--- config.mk ---
export PLATFORM = sky130hd
export DESIGN_NAME = npl_best
export DESIGN_NICKNAME = d
export VERILOG_FILES = /design/src/design/npl_pkg.sv /design/src/design/npl_best.sv
export SDC_FILE = /design/constraint.sdc
export NUM_CORES = 1
export LEC_CHECK = 0
export BUFFER_PORTS_ARGS = -buffer_cell sky130_fd_sc_hd__buf_2
export CAP_MARGIN = 10
export CORE_MARGIN = 1
export CORE_UTILIZATION = 29
export DETAILED_ROUTE_END_ITERATION = 16
export MAX_ROUTING_LAYER = met4
export SLEW_MARGIN = 15
export SYNTH_ARGS = -nofsm -noshare
export SYNTH_HDL_FRONTEND = slang
export SYNTH_SLANG_ARGS = --single-unit
--- constraint.sdc ---
create_clock -name clk -period 13.46 [get_ports clk]
set_input_delay 1.346 -clock clk [delete_from_list [all_inputs] [get_ports clk]]
set_output_delay 1.346 -clock clk [all_outputs]
set_load 0.01 [all_outputs]
--- src/design/npl_pkg.sv ---
// ----------------------------------------------------------------------------
// npl_pkg: shared types and constants for the nearest point lookup
// Field widths, action codes, the table entry layout and the pipeline side
// information that travels with each entry through the distance unit.
// ----------------------------------------------------------------------------
package npl_pkg;

  localparam int SLOT_W  = 6;
  localparam int TAG_W   = 16;
  localparam int COORD_W = 24;
  localparam int LIMIT_W = 23;
  // coordinate difference, its square and the sum of three squares
  localparam int DIFF_W  = COORD_W + 1;
  localparam int SQ_W    = 2 * DIFF_W;
  localparam int DIST_W  = SQ_W + 2;
  localparam int LSQ_W   = 2 * LIMIT_W;

  localparam int MAX_ENTRIES_DEF = 64;

  // one meter is 1024 units; the default limit is a thousand meters
  localparam logic [LIMIT_W-1:0] LIMIT_RESET = LIMIT_W'(1000 * 1024);

  localparam logic ACT_LOAD  = 1'b0;
  localparam logic ACT_QUERY = 1'b1;

  typedef struct packed {
    logic [TAG_W-1:0]          tag;
    logic signed [COORD_W-1:0] px;
    logic signed [COORD_W-1:0] py;
    logic signed [COORD_W-1:0] pz;
  } entry_t;

  localparam int ENTRY_W = $bits(entry_t);

  typedef struct packed {
    logic signed [COORD_W-1:0] x;
    logic signed [COORD_W-1:0] y;
    logic signed [COORD_W-1:0] z;
  } probe_t;

  // read issue marker, aligned with the registered RAM output
  typedef struct packed {
    logic              valid;
    logic              last;
    logic [SLOT_W-1:0] slot;
  } issue_t;

  // side information carried through the distance pipeline
  typedef struct packed {
    logic              valid;
    logic              last;
    logic [SLOT_W-1:0] slot;
    logic [TAG_W-1:0]  tag;
  } side_t;

  // running best match
  typedef struct packed {
    logic              hit;
    logic [SLOT_W-1:0] slot;
    logic [TAG_W-1:0]  tag;
  } best_t;

endpackage

--- src/design/npl_best.sv ---
// ----------------------------------------------------------------------------
// npl_best: running minimum tracker
// Starts from the squared limit and keeps each entry that comes in strictly
// below the best distance seen so far, so a tie keeps the earlier entry.
// ----------------------------------------------------------------------------
module npl_best (
  input  logic                        clk,
  input  logic                        rst,
  input  logic                        start,
  input  logic [npl_pkg::LIMIT_W-1:0] limit,
  input  npl_pkg::side_t              side,
  input  logic [npl_pkg::DIST_W-1:0]  d2,
  output npl_pkg::best_t              best,
  output logic                        done
);
  import npl_pkg::*;

  logic [LSQ_W-1:0]  limit_sq;
  logic [DIST_W-1:0] best_d2;
  logic              better;

  assign limit_sq = limit * limit;
  assign better   = side.valid && (d2 < best_d2);

  // scan end marker
  always_ff @(posedge clk) begin
    if (rst) begin
      done <= 1'b0;
    end else begin
      done <= side.valid && side.last;
    end
  end

  // seed with the limit, then take strictly smaller distances only
  always_ff @(posedge clk) begin
    if (rst) begin
      best.hit <= 1'b0;
    end else if (start) begin
      best.hit <= 1'b0;
    end else if (better) begin
      best.hit <= 1'b1;
    end
  end

  always_ff @(posedge clk) begin
    if (start) begin
      best_d2   <= DIST_W'(limit_sq);
      best.slot <= '0;
      best.tag  <= '0;
    end else if (better) begin
      best_d2   <= d2;
      best.slot <= side.slot;
      best.tag  <= side.tag;
    end
  end

endmodule

Word-level counts from Yosys, hierarchy flattened
Cells that the tools add are included.

storage, ports and cells
  logic and storage cells = 14
  output and inout port bits = 24
  bits in registers = 76
  bits of input ports = 102

operators by class
  muxes and demuxes = 2
  $lt $le $gt $ge = 1
  multiply operators = 1
  reduce and logical (&&, ||, !) cells = 4

operator list
  operator             number
  $mux W46             2
  $lt A52 B52 Y1       1
  $mul A23 B23 Y46     1
  $logic_and A1 B1 Y1  2
  $reduce_bool A2 Y1   1
  $reduce_or A2 Y1     1

Logic depth before layout (Yosys ltp)
  depth in word-level cells = 4
  gate-level depth with buffers = 27
  depth with buffers taken out = 25

Worst setup path after synthesis
Ideal clock, no wire load.

  path kind = input -> register
  start = input limit[14] (netlist bit)
  end = register best_d2[40], data pin
  path slack = 5.445 ns
  path buffers = 2
  data arrival time = 7.754 ns
  data required time = 13.199 ns
  cell stages on the path = 24
  library setup time = 0.261 ns
  path through = clkbuf_1 clkbuf_1 nand2_1 fa_1 inv_1 fa_1 inv_1 fa_1 inv_1 fa_1 fa_1 fa_1 inv_1 fa_1 inv_1 ha_1 a21oi_1 o21ai_0 a31oi_4 a2111oi_4 o2111ai_2 and2_4 o2111a_1 a221o_1

on the way
  longest elaborated chain between the ends = 2

RTL lines
  what                  RTL line        RTL
  from (decl)           npl_best.sv:10  input logic [npl_pkg::LIMIT_W-1:0] limit,
  $mul A23 B23 Y46      npl_best.sv:22  assign limit_sq = limit * limit;
  $mux W46              npl_best.sv:46  if (start) begin
  to (signal assigned)  npl_best.sv:47  best_d2 <= DIST_W'(limit_sq);
  to (decl)             npl_best.sv:19  logic [DIST_W-1:0] best_d2;

No other way between the ends.
A chain may end at the register's enable or synchronous reset.

Final worst setup path
  start = input limit[9] (netlist bit)
  end = register best_d2[37], data pin

Same word-level chain as after synthesis.

==> key figures <==
Setup path
  – Launch point of the worst path: limit[9]
  – Req. time, crit path: 13.56 ns
  – RR Startpoint: best_d2[13]$_DFFE_PP_
  – CP Capture Type: flip-flop
  – Startpoint class of the critical path: primary input
  – Crit path kind: in -> reg
  – Critical path arrival: 8.69 ns
  – Worst-path maximum fanout: 21

Floorplanning
  – Area of the die: 69900 um2
  – Core ar.: 67600 um2
  – Die Ht: 264 um
  – Top-Level Pins: 126
  – Initial Util: 0.295
  – DIE WIDTH: 264 um
  – Row count: 95

Logic synthesis
  – Ys async rst share: 0
  – Yosys reg bits: 76
  – Synth Area per Inst: 9.20 um2
  – Cells after Synth: 2171
  – Synth Cell Area: 20000 um2
  – Post-synth net total: 2888
  – Primary FF master, synth: edfxtp_1
  – Post-synthesis sequential area ratio: 0.0992
  – Netlist cell types: 69
  – Number of flops mapped to enable cells by yosys: 46
  – Ys Warns: 0

Global routing
  – Initial antenna violation count: 0
  – Vias in the first global route: 15893
  – First-pass GRT wire length: 82700 um
  – Maximum number of pins on one net before global-route repair: 79
  – Total GRT Usage: 0.154
  – Global route overflow: 0

Run
  – Max-capacitance violation count: 0

Detailed routing
  – DRC Markers: 0
  – Final WL: 49400 um
  – Post-DRT Antenna Nets: 0
  – WL/cell: 15.9 um
  – Vias per inst: 4.64
  – 1st-iter DRT viols: 824
  – Pre-antenna DRT Iters: 5
  – Vias: 14418

Final layout
  – Commonest non-fill, non-tap cell in the layout: inv_1
  – Net count reported at finish: 2947
  – Ant diodes: 0
  – Fin cells: 3108
  – Final instance area: 21700 um2
  – Most frequent cells in the layout: 587 x inv_1, 388 x fa_1, 227 x ha_1
  – Syn-to-layout area delta: 8.73%
  – Share of layout cells above drive strength 1: 0.0899

Clock network
  – Num CTS Buffers: 9
  – H-tree lvl count: 3
  – CTS root buffer: clkbuf_16
  – CTS-repair resized insts: 0
  – Clk slew on worst S/H paths: 0.07 ns
  – CTS tree: built
  – Hold Buf Count CTS: 0
  – Worst-skew pair later-pin latency: 0.35 ns
  – Post-CTS setup buffers: 0
  – Clock Sink Count: 76
  – Clock buffer depth: 2

Hold path
  – HP Start: best[22]$_SDFFE_PP0P_
  – Worst Hold Class: reg -> reg

STA
  – Worst hold slack: 0.464 ns
  – Final min period: 8.59 ns
  – Setup violations, final: 0
  – Max Clk Rate: 116 MHz
  – Worst Tran Pin Value: 0.839 ns
  – Slew Limit Fails: 0
  – Final Skew: 0.0109 ns
  – Rel. slew slack: 0.441
  – Unrepaired setup endpoints after global routing: false
  – Final hold viol count: 0
  – Setup TNS: 0 ns
  – Final period util: 0.638

Outcome
  – Status: complete, no violations

Placed design
  – Routability cong.: 0.891
  – IO buf count: 125
  – HPWL after detailed placement: 40800 um
  – Placed cell count: 3092
  – Area after DPL: 21400 um2
[per-layer routing]
layer,up-vias,wire length [um],track usage
li1,6803,-,-
met1,7279,21200,0.186
met2,271,25500,0.276
met3,65,1730,0.0158
met4,0,1010,0.0321
met5,-,0,-
[final timing paths]
path | end | slack, ns | cells past startpoint
hold reg to reg | best[22]$_SDFFE_PP0P_ | 0.46 | 2
hold / removal | best[22]$_SDFFE_PP0P_ | 0.46 | 2
setup reg to reg | best_d2[9]$_DFFE_PP_ | 9.83 | 11
setup / recovery | best_d2[37]$_DFFE_PP_ | 4.87 | 21
[final cells by class]
| type | count | area [um2] |
|---|---|---|
| fillers | 7101 | 45900 |
| multi-input cells | 1424 | 15500 |
| inverters | 589 | 2210 |
| flip-flops and latches | 76 | 1980 |
| well taps | 873 | 1090 |
| repair buffers | 130 | 663 |
| clock buffers | 11 | 254 |
| clock inverters | 5 | 40.0 |
[per-stage QoR]
step           utilization  setup WS (ns)
2_1_floorplan            -           5.45
3_5_place_dp         0.317           4.65
4_1_cts              0.321           4.99
3_3_place_gp         0.317           4.73
6_report             0.321           4.87
5_1_grt              0.321           4.53
[cells by family after synthesis]
family / count (synthesis) / synth area share
muxes: 31 / 0.0175
AOI/OAI and AO/OA: 281 / 0.0971
and+or+nand+nor: 448 / 0.106
adders and majority gates: 615 / 0.531
buffers and inverters: 671 / 0.127
xor gates and xnor gates: 49 / 0.0215
DFF: 76 / 0.0992
[Yosys cell counts, types with 3 or more instances]
cell	n	area share
a41o_1	28	0.014
inv_1	587	0.11
a221oi_1	3	0.0013
xnor2_1	30	0.013
a211oi_1	8	0.0030
nand2_1	216	0.041
nor2b_1	7	0.0022
mux2_2	31	0.017
o21a_1	6	0.0023
a31o_2	4	0.0018
and3_1	8	0.0025
dfxtp_1	30	0.030
edfxtp_1	46	0.069
nor3_1	6	0.0015
nor2_1	57	0.011
a31oi_1	6	0.0019
nand4_1	15	0.0047
a21oi_1	96	0.024
ha_1	227	0.14
nand3_1	16	0.0040
fa_1	388	0.39
buf_4	5	0.0019
and2_1	102	0.032
xor2_1	19	0.0083
a21o_1	48	0.018
and3_2	3	0.0011
clkbuf_1	73	0.014
or2_2	4	0.0013
o31ai_1	5	0.0019
o211ai_1	5	0.0019
nand2b_1	4	0.0013
o21bai_1	7	0.0026
o311ai_0	3	0.0013
o21ai_0	36	0.0090
[critical path, cell delays in order]
cell      delay [ns]
buf_2           0.46
inv_1           0.35
nor2_1          0.32
fa_1            0.49
fa_1            0.47
fa_1            0.46
fa_1            0.49
fa_1            0.53
fa_1            0.55
inv_1           0.05
fa_1            0.53
inv_1           0.05
ha_1            0.36
a21oi_1         0.24
o21ai_0         0.20
a221oi_1        0.53
o31ai_1         0.16
a211oi_1        0.39
o31ai_1         0.25
xor2_1          0.19
mux2_2          0.28
[sequential cells by signal, summed over array words and instances, names as in the netlist]
register  cells
done          1
best_d2      52
best         23
Power is left out: the tool's default activity adds up to more than one toggle a clock period on the data nets, which glitch-free logic cannot reach.
