===== src/design/npl_pkg.sv =====
// ----------------------------------------------------------------------------
// npl_pkg: shared types and constants for the nearest point lookup
// Field widths, action codes, the table entry layout and the pipeline side
// information that travels with each entry through the distance unit.
// ----------------------------------------------------------------------------
package npl_pkg;

  localparam int SLOT_W  = 6;
  localparam int TAG_W   = 16;
  localparam int COORD_W = 24;
  localparam int LIMIT_W = 23;
  // coordinate difference, its square and the sum of three squares
  localparam int DIFF_W  = COORD_W + 1;
  localparam int SQ_W    = 2 * DIFF_W;
  localparam int DIST_W  = SQ_W + 2;
  localparam int LSQ_W   = 2 * LIMIT_W;

  localparam int MAX_ENTRIES_DEF = 64;

  // one meter is 1024 units; the default limit is a thousand meters
  localparam logic [LIMIT_W-1:0] LIMIT_RESET = LIMIT_W'(1000 * 1024);

  localparam logic ACT_LOAD  = 1'b0;
  localparam logic ACT_QUERY = 1'b1;

  typedef struct packed {
    logic [TAG_W-1:0]          tag;
    logic signed [COORD_W-1:0] px;
    logic signed [COORD_W-1:0] py;
    logic signed [COORD_W-1:0] pz;
  } entry_t;

  localparam int ENTRY_W = $bits(entry_t);

  typedef struct packed {
    logic signed [COORD_W-1:0] x;
    logic signed [COORD_W-1:0] y;
    logic signed [COORD_W-1:0] z;
  } probe_t;

  // read issue marker, aligned with the registered RAM output
  typedef struct packed {
    logic              valid;
    logic              last;
    logic [SLOT_W-1:0] slot;
  } issue_t;

  // side information carried through the distance pipeline
  typedef struct packed {
    logic              valid;
    logic              last;
    logic [SLOT_W-1:0] slot;
    logic [TAG_W-1:0]  tag;
  } side_t;

  // running best match
  typedef struct packed {
    logic              hit;
    logic [SLOT_W-1:0] slot;
    logic [TAG_W-1:0]  tag;
  } best_t;

endpackage


===== src/design/npl_dist.sv =====
// ----------------------------------------------------------------------------
// npl_dist: squared distance pipeline
// Takes one table entry per cycle and returns its squared Euclidean distance
// to the probe point through registered stages: difference, square, sum.
// ----------------------------------------------------------------------------
module npl_dist (
  input  logic                clk,
  input  logic                rst,
  input  npl_pkg::probe_t     probe,
  input  npl_pkg::issue_t     side_in,
  input  npl_pkg::entry_t     entry,
  output npl_pkg::side_t      side_out,
  output logic [npl_pkg::DIST_W-1:0] d2
);
  import npl_pkg::*;

  logic signed [DIFF_W-1:0] dx, dy, dz;
  logic [DIFF_W-1:0]        ax, ay, az;
  logic [SQ_W-1:0]          sx, sy, sz;
  side_t                    s1, s2;

  // signed differences
  assign dx = DIFF_W'(probe.x) - DIFF_W'(entry.px);
  assign dy = DIFF_W'(probe.y) - DIFF_W'(entry.py);
  assign dz = DIFF_W'(probe.z) - DIFF_W'(entry.pz);

  // stage valid bits
  always_ff @(posedge clk) begin
    if (rst) begin
      s1.valid       <= 1'b0;
      s2.valid       <= 1'b0;
      side_out.valid <= 1'b0;
    end else begin
      s1.valid       <= side_in.valid;
      s2.valid       <= s1.valid;
      side_out.valid <= s2.valid;
    end
  end

  // stage payload: magnitude, square, sum
  always_ff @(posedge clk) begin
    ax <= dx[DIFF_W-1] ? DIFF_W'(-dx) : DIFF_W'(dx);
    ay <= dy[DIFF_W-1] ? DIFF_W'(-dy) : DIFF_W'(dy);
    az <= dz[DIFF_W-1] ? DIFF_W'(-dz) : DIFF_W'(dz);
    s1.last <= side_in.last;
    s1.slot <= side_in.slot;
    s1.tag  <= entry.tag;

    sx <= ax * ax;
    sy <= ay * ay;
    sz <= az * az;
    s2.last <= s1.last;
    s2.slot <= s1.slot;
    s2.tag  <= s1.tag;

    d2 <= DIST_W'(sx) + DIST_W'(sy) + DIST_W'(sz);
    side_out.last <= s2.last;
    side_out.slot <= s2.slot;
    side_out.tag  <= s2.tag;
  end

endmodule


===== config.mk =====
export PLATFORM = sky130hd
export DESIGN_NAME = npl_dist
export DESIGN_NICKNAME = d
export VERILOG_FILES = /design/src/design/npl_pkg.sv /design/src/design/npl_dist.sv
export SDC_FILE = /design/constraint.sdc
export NUM_CORES = 2
export LEC_CHECK = 0
export ABC_CLOCK_PERIOD_IN_PS = 12800
export BUFFER_PORTS_ARGS = -buffer_cell sky130_fd_sc_hd__buf_2
export CORE_ASPECT_RATIO = 1.1
export CORE_MARGIN = 5
export CORE_UTILIZATION = 58
export CTS_CLUSTER_SIZE = 25
export DETAILED_ROUTE_END_ITERATION = 16
export GPL_ROUTABILITY_DRIVEN = 0
export GPL_TIMING_DRIVEN = 1
export PLACE_DENSITY = 0.83
export SYNTH_ARGS = -nofsm -noshare
export SYNTH_HDL_FRONTEND = slang
export SYNTH_SLANG_ARGS = --single-unit
export TNS_END_PERCENT = 100

===== constraint.sdc =====
create_clock -name clk -period 12.8 [get_ports clk]
set_input_delay 2.56 -clock clk [delete_from_list [all_inputs] [get_ports clk]]
set_output_delay 2.56 -clock clk [all_outputs]
set_load 0.01 [all_outputs]

# Yosys cells after proc, flatten, opt, wreduce, memory -nomap -nowiden
# Index checks and enable logic that the tools add are counted.
# classes
add_sub_neg	8
n_mul	3
div_mod_pow	0
order_cmp	0
n_eq_ne	0
shifts	0
n_mux	3
n_bitwise	0
reduce_logical	0
# op_table
cell	n
$mul 25x25->50	3
$neg 25->25	3
$sub 24x24->25	3
$mux 24	3
$add 51x50->52	1
$add 50x50->51	1
# word_totals
reg_bits	349
latch_bits	0
ram_bits	0
rom_bits	0
word_cells	36
memories	0

# Longest topological paths before layout
# logic_depth
ltp_word	3
ltp_mapped	29
depth_no_buf	27

# Worst setup path before layout
# OpenSTA, ideal clock, no wires.
# synth_path
path_type	register to register
start	register ay[3]
end	register sy[46]
setup_time_ns	0.072
arrival_time_ns	7.082
setup_slack_ns	5.646
stages_incl_launch_ff	30
path_buffers	3
synth_period_minus_slack_ns	7.154
path_cell_list	dfxtp_1 clkbuf_1 clkbuf_1 nand2_1 fa_1 inv_1 fa_1 inv_1 fa_1 inv_1 fa_1 inv_1 fa_1 inv_1 fa_1 inv_1 fa_1 inv_1 ha_1 clkbuf_1 a21oi_1 o21ai_0 a21oi_1 o21ai_0 and2_1 or4_1 a31oi_1 o21ai_0 a21oi_1 xnor2_1
# synth_via
elab_chain_len	1
# synth_lines
item	line	text
start, declared	npl_dist.sv:18	logic [DIFF_W-1:0] ax, ay, az;
start signal, assigned	npl_dist.sv:43	ay <= dy[DIFF_W-1] ? DIFF_W'(-dy) : DIFF_W'(dy);
$mul 25x25->50	npl_dist.sv:50	sy <= ay * ay;
end signal, assigned	npl_dist.sv:50	
end, declared	npl_dist.sv:19	logic [SQ_W-1:0] sx, sy, sz;
# Every way passes these cells.
# A chain may end at the register's enable or synchronous reset.

# Worst setup path in the final report
# layout_path
start	register ax[1]
end	register sx[35]
# layout_via
elab_chain_len	1
# layout_lines
item	line	text
start, declared	npl_dist.sv:18	
start signal, assigned	npl_dist.sv:42	ax <= dx[DIFF_W-1] ? DIFF_W'(-dx) : DIFF_W'(dx);
$mul 25x25->50	npl_dist.sv:49	sx <= ax * ax;
end signal, assigned	npl_dist.sv:49	
end, declared	npl_dist.sv:19	
# Every way passes these cells.

==> qor.yml <==
synthesis:
  synth_largest_area_cell: "fa_1"
  synth-seq-area-share_pct: 9.97
  synth_ff_type: "dfxtp_1"
  syn-cell-area_sq_um: 69500
  synth.yosys.warnings: 0
  syn_inst: 7584
  ys_async_sr_fraction_pct: 0
  avgSynthCellArea_sq_um: 9.16
  synth-edff-count: 0
  synth_area_leaders: "fa_1, ha_1, inv_1"
  ys_seq_elements: 346
  yosysUniqueCellTypes: 83
  netlist.area_leader.share_pct: 41.8
grt:
  grt_pass1_wl_mm: 281
  grt_pass1_vias: 56500
  gr-total-overflow: 0
  grtUsageTotal_pct: 27.4
  antenna_found_initial: 7
  grt_max_degree: 29
routing:
  drt_iter0_markers: 3869
  finalWirelength_mm: 172
  met3_length_mm: 14.4
  drtPass1Iterations: 8
  wl_met2_mm: 83.8
  wl_per_cell_um: 18.5
  met1_length_mm: 62.3
  routed.top_layer: "met5"
  vias_per_cell: 5.52
  drc: 0
  vias: 51400
  ant_nets: 0
setup_path:
  path_class: "flip-flop to flip-flop"
  worstPathArrival_ns: 8.96
  worst-path-max-fanout: 28
  cp-start-kind: "flip-flop"
  endpoint_kind: "flip-flop"
  required_ns: 13.29
clock_network:
  cts_setup_buffers: 0
  cts_tree: "yes"
  numCtsBuffers: 39
  clk_pin_slew_ns: 0.08
  clock_latency_ns: 0.63
  cts-resized-gates: 0
  htree_levels: 2
  cts.sinks: 346
  clock_path_buffers: 3
  cts_hold_buf: 0
  cts_root_buffer: "clkbuf_16"
placement:
  hpwl_mm: 141
  portBuffers: 245
floorplan:
  initial_core_util_pct: 58.2
  fp.coreArea_sq_um: 119000
  io_pins: 246
  die_area_sq_um: 127000
  fp.dieW_um: 340
  fp-row-count: 133
  die_h_um: 373
final_layout:
  final_common_cell: "inv_1"
  final_nets: 10000
  area_growth_pct: 5.95
  num_antenna_cells: 0
  final_cell_mix: "inv_1, fa_1, ha_1"
  final_layout_size_suffix_gt1_share_pct: 5.36
sta:
  tightest_slew_ns: 1.30
  fin_crit_sh_pct: 66.1
  tns_ns: 0
  rsz0062_at_grt: "false"
  relSlewSlack_pct: 13.0
  final.min_clock_period_ns: 8.47
  hold_viol_final: 0
  drv_slew: 0
  setup_violations: 0
  skew_ns: 0.0659
  max_freq_mhz: 118
hold_path:
  holdCritPathClass: "flip-flop to flip-flop"
job:
  cap_violations: 0
outcome:
  outcome: "finished, final reports clean"
==> logic make-up after synthesis <==
logic type	Yosys count	share of synthesized area, %
buffers and inverters	2310	12.5
adder cells (fa/ha/maj)	2138	54.2
AND/OR/NAND/NOR	1597	11.2
AO/OA/AOI/OAI	844	7.73
flip-flops	346	9.97
XOR/XNOR	337	4.25
multiplexers	11	0.166
other	1	0.00540
==> worst paths after layout <==
path,from,end,slack [ns],cells past startpoint
worst max register to register,ax[1],sx[35],4.33,23
worst max-delay path,ax[1],sx[35],4.33,23
worst min-delay path,s2[3],side_out[3],0.28,0
worst min register to register,s2[3],side_out[3],0.28,0
==> metal layers <==
metal	vias to the layer above	global-route usage (%)
li1	23000	-
met1	25300	33.3
met2	2351	47.0
met3	650	4.28
met4	8	14.7
met5	-	0
==> cells in the mapped netlist (all sizes together) (32+ instances only) <==
master,n
xnor2,225
nand3,67
and3,33
nand2,604
a31oi,32
dfxtp,346
xor2,112
nor2b,48
nor2,265
inv,2100
ha,686
nand4,35
o21a,34
nand2b,43
and2,379
fa,1452
clkbuf,201
o21ai,147
nor3,39
a21o,129
a21oi,289
==> layout make-up <==
type,count,area (sq um)
clock buffer,51,1100
clock inverter,19,184
fill,9367,45700
inverter,2105,7900
multi-input combinational,4930,53900
sequential,346,6930
tap,1552,1940
timing repair buffer,304,1670
==> state kept, by name, summed over array words and instances, names as in the netlist <==
register / cells
ay: 25
side_out: 24
sz: 49
sy: 49
s2: 24
az: 25
d2: 52
s1: 24
ax: 25
sx: 49
==> per-stage QoR <==
step                setup slack, ns  hold WS (ns)  util (%)  instance area [sq um]  std cells
floorplan                      5.65         0.310         -                  69500       7586
global placement               4.79         0.310      60.6                  72300       9237
detailed placement             4.53         0.312      60.6                  72300       9237
CTS                            4.40         0.286      61.7                  73600       9307
global route                   3.95         0.305      61.7                  73600       9307
finish                         4.33         0.285      61.7                  73600       9307
==> critical path: stages, from the launching register on <==
cell	delay [ns]
dfxtp_1	1.19
nand2_1	0.27
fa_1	0.57
inv_1	0.06
fa_1	0.53
inv_1	0.06
fa_1	0.50
fa_1	0.52
inv_1	0.06
fa_1	0.50
fa_1	0.50
inv_1	0.05
fa_1	0.47
inv_1	0.05
ha_1	0.35
a21o_1	0.20
o21bai_1	0.18
a2111oi_0	0.76
o22ai_1	0.37
a21oi_1	0.31
o21ai_0	0.21
a211o_1	0.30
a21oi_1	0.17
xnor2_1	0.13
Power is not shown: default switching activity piles up to over one toggle a cycle in this logic, so the estimate is an artifact.
