==> src/design/npl_ram.sv <==
// ----------------------------------------------------------------------------
// npl_ram: generic simple dual-port RAM
// One write port, one read port with registered read data.
// ----------------------------------------------------------------------------
module npl_ram #(
  parameter  int WIDTH = 8,
  parameter  int DEPTH = 16,
  localparam int AW    = (DEPTH > 1) ? $clog2(DEPTH) : 1
) (
  input  logic             clk,
  input  logic             we,
  input  logic [AW-1:0]    waddr,
  input  logic [WIDTH-1:0] wdata,
  input  logic [AW-1:0]    raddr,
  output logic [WIDTH-1:0] rdata
);

  logic [WIDTH-1:0] mem [DEPTH];

  // write port
  always_ff @(posedge clk) begin
    if (we) begin
      mem[waddr] <= wdata;
    end
  end

  // registered read port
  always_ff @(posedge clk) begin
    rdata <= mem[raddr];
  end

endmodule

==> config.mk <==
export PLATFORM = sky130hd
export DESIGN_NAME = npl_ram
export DESIGN_NICKNAME = d
export VERILOG_FILES = /design/src/design/npl_ram.sv
export SDC_FILE = /design/constraint.sdc
export NUM_CORES = 1
export LEC_CHECK = 0
export BUFFER_PORTS_ARGS = -buffer_cell sky130_fd_sc_hd__buf_2
export CORE_UTILIZATION = 60
export CTS_CLUSTER_SIZE = 14
export DETAILED_ROUTE_END_ITERATION = 10
export PLACE_DENSITY_LB_ADDON = 0.25
export SLEW_MARGIN = 20
export SYNTH_ARGS = -nofsm -noshare
export SYNTH_HDL_FRONTEND = slang
export SYNTH_SLANG_ARGS = --single-unit
==> constraint.sdc <==
create_clock -name clk -period 2.2 [get_ports clk]
set_clock_uncertainty 0.15 [all_clocks]
set_input_delay 0 -clock clk [delete_from_list [all_inputs] [get_ports clk]]
set_output_delay 0 -clock clk [all_outputs]
set_load 0.1 [all_outputs]
======== Yosys cells after proc, flatten, opt, wreduce, memory -nomap -nowiden ========
Memories as Yosys holds them, arrays and structs flattened. A register that Yosys moved wholly into a read port is not among the register bits.
Index checks and enable logic that the tools add are counted.
storage, ports and cells
  bits in writable memories ............... 128
  memories kept ........................... 1
  latch bits .............................. 0
  word-level logic and storage cells ...... 3
  register bits ........................... 0
  bits in read-only memories .............. 0
operators by class
  shifts and indexed selects .............. 0
  multiplexer cells ....................... 2
  magnitude comparators ................... 0
  equality and inequality tests ........... 0
  bitwise operators ....................... 0
  reductions and logical operators ........ 0
  divide/modulo/power cells ............... 0
  $mul .................................... 0
  $add $sub $neg .......................... 0
memories
  memory  words  width  read ports  clocked after memory_dff  wr ports  line  RTL
  mem     16     8      1           1                         1         18    logic [WIDTH-1:0] mem [DEPTH];
operators by type and width
  kind               number
  1-bit two-way mux  2

======== Longest topological paths before layout ========
Gate-level depths: netlist (run 1).
  depth in word-level cells ............... 2
  gate-level depth with buffers ........... 5
  depth with buffers taken out ............ 3

======== Least setup slack after synthesis (run 1) ========
OpenSTA, ideal clock, no wires.
  path type ............................... in2reg
  from .................................... input waddr[2]
  to ...................................... memory mem[0][0], enable pin
  data arrival time ....................... 1.110 ns
  slack ................................... 0.557 ns
  cell stages on the path ................. 2
  path buffers ............................ 0
  path through ............................ or3b_2 nor3_1
RTL lines
  item             line  RTL
  start, declared  12    input logic [AW-1:0] waddr,
  end, declared    18
Straight into the memory's write port.

======== Final worst setup path (run 1) ========
  from .................................... input waddr[2]
  to ...................................... memory mem[3][6], enable pin
Straight into the memory's write port.

==> results by group, run 1 <==
Critical path
  • Worst reg2reg path endpoint: rdata[7]
  • Worst reg2reg path startpoint: mem[10][7]
  • Start-to-end type of the worst setup path: in -> reg
  • Worst endpoint required time: about 2.3 ns
  • Chain of cells forming the critical path: dlygate4sd3_1 -> buf_2 -> or3b_2 -> dlygate4sd3_1 -> nor2_2 -> buf_4
  • Biggest cell delay along the critical path: roughly 0.63 ns
  • Slowest stage cell, crit path: dlygate4sd3_1
  • CP endpoint kind: flip-flop
  • Crit path launch type: input pin
  • Cell family with the largest share of critical-path delay: buffers and inverters
  • Library cell appearing most often on the critical path: dlygate4sd3_1
  • CP Buf/Inv Count: 4
  • Number of cells on the worst reg-to-reg path: 4
  • Worst path arrival time: approximately 2.2 ns
  • Highest net fanout along the worst path: 5
  • R2R setup slack: roughly 0.29 ns

Synth
  • Average instance area after synthesis: 22.5 µm²
  • Cells after Synth: roughly 230
  • Synthesized net count: between 200 and 250
  • Main area contributors after synthesis: edfxtp_1 (75%), mux4_2 (7.9%), mux4_1 (7.1%)
  • Largest area contributor in the synthesized netlist: edfxtp_1
  • Simple-gate portion of the synthesized area: 0.0318
  • Number of distinct library cell variants in the gate-level netlist after synthesis: 19
  • Arithmetic-cell share of the synthesized area counting full adders, half adders and majority gates: 0
  • Fraction of synthesized area in multiplexers: 0.150
  • Area fraction in compound gates after synthesis: 0.0233
  • Post-synthesis sequential element count: 136
  • Synthesis warning total: 0
  • Fraction of synthesized cell area in xor and xnor cells: 0
  • Largest family of logic cells by synthesized area: multiplexers
  • Area share of the largest cell type after synthesis: 0.747
  • Post-synthesis instance area: 0.00515 mm²
  • Sequential cell area fraction in the yosys report: 0.778

Clock tree
  • Number of levels in the clock H-tree: 4
  • Later-pin clock latency in the skew report: 0.51 ns
  • TritonCTS clock tree: done
  • Clock buffers created by TritonCTS: 17
  • Max Buffers Root-to-Sink: 2
  • Clock root buffer: clkbuf_8
  • Clock slew seen by the registers of the worst setup and hold paths: ~0.060 ns
  • Number of clock sinks seen by CTS: about 140

Finish
  • Final instance area: around 0.0062 mm²
  • Net count of the finished layout: 320
  • Post-synthesis to final-layout area growth: 21.2%
  • Diode insertion count for antenna repair: 0
  • Filler cells: around 460
  • Sequential Area: between 0.004 and 0.005 mm²
  • Ratio of cells with drive above 1 in the final layout: 0.286
  • Area of the multi-input gates: 0.00106 mm²

Global route
  • GRT Resource Usage Total: 0.255
  • Maximum number of pins on one net before global-route repair: 33
  • Antenna violations before repair: 0
  • GR Overflow Total: 0
  • First-pass GRT wire length: roughly 15 mm
  • Via count of the first global-routing pass: roughly 2700

Floorplan
  • Die X: between 90 and 100 µm
  • Y dimension of the die: 94.6 µm
  • Core area: ~0.0083 mm²
  • Top-Level Pins: 26
  • # rows: 33
  • Area of the die: 0.00895 mm²
  • Starting density of the core: 0.623

Timing
  • F_max: 471 MHz
  • Setup repair after global routing missed its margin: false
  • Setup_tns: 0 ns
  • Headroom to the max-slew limit: 0.528
  • Finish-stage setup viols: 0
  • Final critical-path required period: about 2.1 ns
  • Max Slew Vio Count: 0
  • Worst slew pin tran: between 0.7 and 0.8 ns
  • Final hold viol count: 0
  • Final worst-path cycle share: 0.965

Detailed routing
  • Routed Antenna Nets: 0
  • Total wirelength of the detailed-routed design: approximately 10 mm
  • First-pass detailed-route iteration total: 4
  • Number of vias after detailed routing: around 2500
  • Post-route DRC: 0
  • Routed length per instance: 23.9 µm
  • Number of design-rule violations left by the first detailed-router iteration: 263
  • Average via count per standard cell: between 6 and 7

Min path
  • Worst hold path depth: 4
  • Worst min-delay path startpoint: we
  • Hold-critical path endpoint: mem[1][6]
  • Kind of path behind the tightest hold check: in -> reg

Place
  • Final weighted congestion of routability-driven global placement: ~0.75
  • Input/output buffers: 25
  • Post-detailed-placement cell area: ~0.0055 mm²
  • Post-detail-place hpwl: 5.92 mm

Power
  • Static leakage power: about 2.1 nW
  • Power density relative to cell area: approximately 950 mW/mm²
  • VDD IR-drop max: between 600 and 700 µV

Run status
  • Status: finished, final reports clean

Run
  • Maximum Capacitance Violations: 0
-- worst max path at each step --
stage / from / end / slack [ns] / depth (start not counted)
floorplan: waddr[2] / mem[0][0] / 0.56 / 2
global placement: raddr[0] / rdata[0] / 0.60 / 5
detailed placement: raddr[0] / rdata[2] / 0.53 / 5
CTS: waddr[2] / mem[3][1] / 0.03 / 6
global route: waddr[2] / mem[2][4] / 0.01 / 6
finish: waddr[2] / mem[3][6] / 0.08 / 6
-- metrics by stage --
stage          hold WS, ns  power (mW)  setup slack (ns)   util  instances
3_3_place_gp         0.239        3.35             0.603  0.664        368
6_report            0.0569        5.92            0.0760  0.756        420
3_5_place_dp         0.247        3.36             0.530  0.664        368
2_1_floorplan      -0.0511        3.24             0.557      -        229
4_1_cts             0.0343        5.95            0.0276  0.755        420
5_1_grt             0.0745        6.09            0.0130  0.756        420
-- state kept, by name (all words and copies together), names as in the netlist --
signal	cells
mem	128
rdata	8
-- where the power goes --
group | switching [mW] | leakage, nW | internal, mW | total [mW]
Sequential | 0.0173 | 1.22 | 2.90 | 2.92
Combinational | 0.280 | 0.659 | 0.139 | 0.420
Clock | 0.954 | 0.257 | 1.63 | 2.59
Total | 1.25 | 2.14 | 4.67 | 5.92
-- tightest hold or removal path, delay by kind of cell --
family,cells,cell delay [ns]
buffers and inverters,2,0.29
AND/OR/NAND/NOR,2,0.25
-- cells in the final DEF (no fill, tap or decap), types with 2 or more instances in the layout --
cell	instances
clkinvlp_4	3
buf_2	25
nor2_1	11
nand2_1	9
nand3b_1	2
dfxtp_1	8
clkbuf_1	5
nand2b_1	2
buf_12	2
mux4_1	14
a22oi_1	16
dlygate4sd3_1	20
clkbuf_8	2
edfxtp_1	128
nor3_1	4
clkbuf_16	16
clkinv_1	2
bufinv_16	2
nor2_2	2
mux4_2	18
buf_4	17
-- synthesized netlist by cell type (all sizes together) --
cell and number:
edfxtp 128, mux4 32, a22oi 16, nor2 13, nand2 9, dfxtp 8, buf 7, nor3 4
clkdlybuf4s25 3, nand2b 2, nand3b 2, and2 1, and2b 1, nand3 1, nor2b 1, or3b 1
-- kinds of logic after synthesis --
group           count (synthesis)
flops                         136
buf+inv                        10
mux                            32
compound gates                 16
simple gates                   35
-- layout make-up --
| class | count | area share |
|---|---|---|
| flip-flops and latches | 136 | 0.642 |
| multi-input cells | 83 | 0.170 |
| repair buffers | 64 | 0.0790 |
| clock buffers | 23 | 0.0716 |
| well taps | 105 | 0.0211 |
| clock inverters | 9 | 0.0166 |
-- timing repair --
item,CTS,global route
buffers inserted,0,0
endpoints found under the hold margin,191,0
hold buffers,20,0
gates resized for setup,0,2
setup endpoints to repair,0,10
-- per-layer routing --
metal | up-vias | share of wire | wire length, µm | GRT usage
li1 | 1121 | - | - | -
met1 | 1288 | 0.42 | 4240 | 0.358
met2 | 113 | 0.50 | 5060 | 0.397
met3 | 11 | 0.063 | 637 | 0.0556
met5 | - | 0 | 0 | 0
met4 | 0 | 0.012 | 116 | 0.0997
No activity file was read; power rests on OpenSTA's default activity.
==> inputs of run 2 (changes only) <==
--- a/config.mk
+++ b/config.mk
@@ -7,8 +7,10 @@
 export LEC_CHECK = 0
 export BUFFER_PORTS_ARGS = -buffer_cell sky130_fd_sc_hd__buf_2
 export CORE_UTILIZATION = 60
+export CTS_CLUSTER_DIAMETER = 40
 export CTS_CLUSTER_SIZE = 14
 export DETAILED_ROUTE_END_ITERATION = 10
+export HOLD_SLACK_MARGIN = 0.12
 export PLACE_DENSITY_LB_ADDON = 0.25
 export SLEW_MARGIN = 20
 export SYNTH_ARGS = -nofsm -noshare
==> run 2 against run 1 <==
Design area grew 0.52%. Setup slack gained 0.011 ns. Worst hold slack gained 0.051 ns. Utilization grew 0.39 points. Via count grew 0.39%. Flip-flop and latch count is the same.
==> results by group, run 2 (synthesis gave the netlist of run 1 again) <==
Place
  • Post-detailed-placement cell area: 0.00549 mm²
  • Number of placed instances, taps included: 368
  • Post-detail-place hpwl: about 5.9 mm
  • Final weighted congestion of routability-driven global placement: 0.749
  • Input/output buffers: 25

Timing
  • Headroom to the max-slew limit: 0.588
  • Max Slew Vio Count: 0
  • F_max: 473 MHz
  • Worst slew pin tran: approximately 0.6 ns
  • Finish-stage setup viols: 0
  • Final critical-path required period: ~2.1 ns
  • Final worst-path cycle share: 0.961
  • Final hold viol count: 0
  • Setup repair after global routing missed its margin: false
  • Setup_tns: 0 ns

Critical path
  • Worst reg2reg path endpoint: rdata[7]
  • Library cell appearing most often on the critical path: dlygate4sd3_1
  • Highest net fanout along the worst path: 5
  • Slowest stage cell, crit path: dlygate4sd3_1
  • CP startpoint: waddr[2]
  • Chain of cells forming the critical path: dlygate4sd3_1 -> buf_2 -> or3b_2 -> dlygate4sd3_1 -> nor2_2 -> buf_4
  • CP endpoint kind: flip-flop
  • Worst endpoint required time: between 2 and 2.5 ns
  • R2R setup slack: around 0.26 ns
  • Number of cells on the worst reg-to-reg path: 4
  • Worst reg2reg path startpoint: mem[10][7]
  • Biggest cell delay along the critical path: 0.65 ns
  • Start-to-end type of the worst setup path: in -> reg
  • Worst path arrival time: between 2 and 2.5 ns
  • CP Capture Point: mem[2][5]
  • Crit path launch type: input pin

Min path
  • Kind of path behind the tightest hold check: in -> reg

Finish
  • Top Registers: mem (128), rdata (8)
  • Number of flip-flops under the largest register name: between 100 and 150
  • Net count of the finished layout: about 320
  • Largest register by flop count: mem
  • Post-synthesis to final-layout area growth: 21.9%
  • Diode insertion count for antenna repair: 0
  • Commonest cells after routing, fill and taps aside: edfxtp_1 (128), buf_2 (25), dlygate4sd3_1 (22)
  • Final cell count without fillers: 423
  • Fraction of the core area covered by cells at the end of the flow: 0.760
  • Most frequent standard cell in the layout excluding fill and tap cells: edfxtp_1
  • Filler cells: between 400 and 500
  • Ratio of cells with drive above 1 in the final layout: 0.283
  • Final instance area: approximately 0.0063 mm²

Detailed routing
  • Number of design-rule violations left by the first detailed-router iteration: between 300 and 400
  • Number of vias after detailed routing: ~2500
  • Routed Antenna Nets: 0
  • First-pass detailed-route iteration total: 4
  • Routed length per instance: about 24 µm
  • Total wirelength of the detailed-routed design: 10.2 mm
  • Post-route DRC: 0
  • Average via count per standard cell: 6.01

Global route
  • Via count of the first global-routing pass: between 2000 and 3000
  • First-pass GRT wire length: between 15 and 20 mm
  • Maximum number of pins on one net before global-route repair: 33
  • Antenna violations before repair: 0
  • GRT Resource Usage Total: 0.257
  • GR Overflow Total: 0

Clock tree
  • Clock buffers created by TritonCTS: 17
  • Clock root buffer: clkbuf_8
  • Max Buffers Root-to-Sink: 2
  • Number of buffers inserted by post-CTS setup repair: 0
  • TritonCTS clock tree: done
  • Number of levels in the clock H-tree: 4
  • Number of clock sinks seen by CTS: ~140
  • Clock slew seen by the registers of the worst setup and hold paths: 0.05 ns
  • Later-pin clock latency in the skew report: 0.51 ns

Run status
  • Status: finished, final reports clean

Power
  • VDD IR-drop max: around 640 µV
  • Power density relative to cell area: about 950 mW/mm²
  • Static leakage power: about 2.2 nW

Floorplan
  • Die X: around 95 µm
  • Top-Level Pins: 26
  • # rows: 33
  • Core area: roughly 0.0083 mm²
  • Starting density of the core: 0.623
  • Y dimension of the die: between 90 and 100 µm
  • Area of the die: ~0.009 mm²

Run
  • Maximum Capacitance Violations: 0
## run 2: cell type report
cell class,count,area [µm²],share of cell area
Tap cell,105,131,0.0209
Timing Repair Buffer,67,526,0.0838
Sequential cell,136,4000,0.638
Multi-Input combinational cell,83,1060,0.169
Clock buffer,23,447,0.0712
Clock inverter,9,104,0.0166
## run 2: worst max-delay path, delay by kind of cell
kind                   cells  cell delay, ns
buffers and inverters      4            1.52
AND/OR/NAND/NOR            2            0.67
## run 2: repair_timing
action / in CTS / in global routing
hold endpoints to repair: 264 / 0
hold buffers: 23 / 0
resized for setup: 0 / 3
setup endpoints to repair: 0 / 12
## run 2: how the worst min path moves through the flow
| stage | start | to | slack [ns] | cells past startpoint |
|---|---|---|---|---|
| final | raddr[0] | rdata[6] | 0.11 | 5 |
| after CTS | raddr[0] | rdata[6] | 0.13 | 5 |
| after detailed placement | wdata[4] | mem[6][4] | 0.25 | 1 |
| after global placement | wdata[1] | mem[5][1] | 0.24 | 1 |
| after floorplan | wdata[0] | mem[0][0] | -0.05 | 0 |
| after global routing | raddr[0] | rdata[6] | 0.15 | 5 |
## run 2: metrics by stage
stage / hold WS (ns) / setup slack (ns) / power, mW
CTS: 0.125 / 0.0205 / 5.96
detailed placement: 0.247 / 0.530 / 3.36
global route: 0.152 / 0.0260 / 6.09
global placement: 0.239 / 0.603 / 3.35
finish: 0.108 / 0.0866 / 5.94
floorplan: -0.0511 / 0.557 / 3.24
## run 2: power breakdown
group / switching [mW] / total [mW] / internal (mW) / leakage (nW)
Sequential: 0.0178 / 2.92 / 2.90 / 1.22
Clock: 0.965 / 2.60 / 1.63 / 0.257
Combinational: 0.281 / 0.425 / 0.144 / 0.683
Total: 1.26 / 5.94 / 4.67 / 2.16
## run 2: layer usage
layer	GRT usage	routed length, µm	vias to the layer above
li1	-	-	1124
met5	0	0	-
met4	0.0997	140	0
met1	0.359	4170	1279
met3	0.0556	776	13
met2	0.403	5140	127
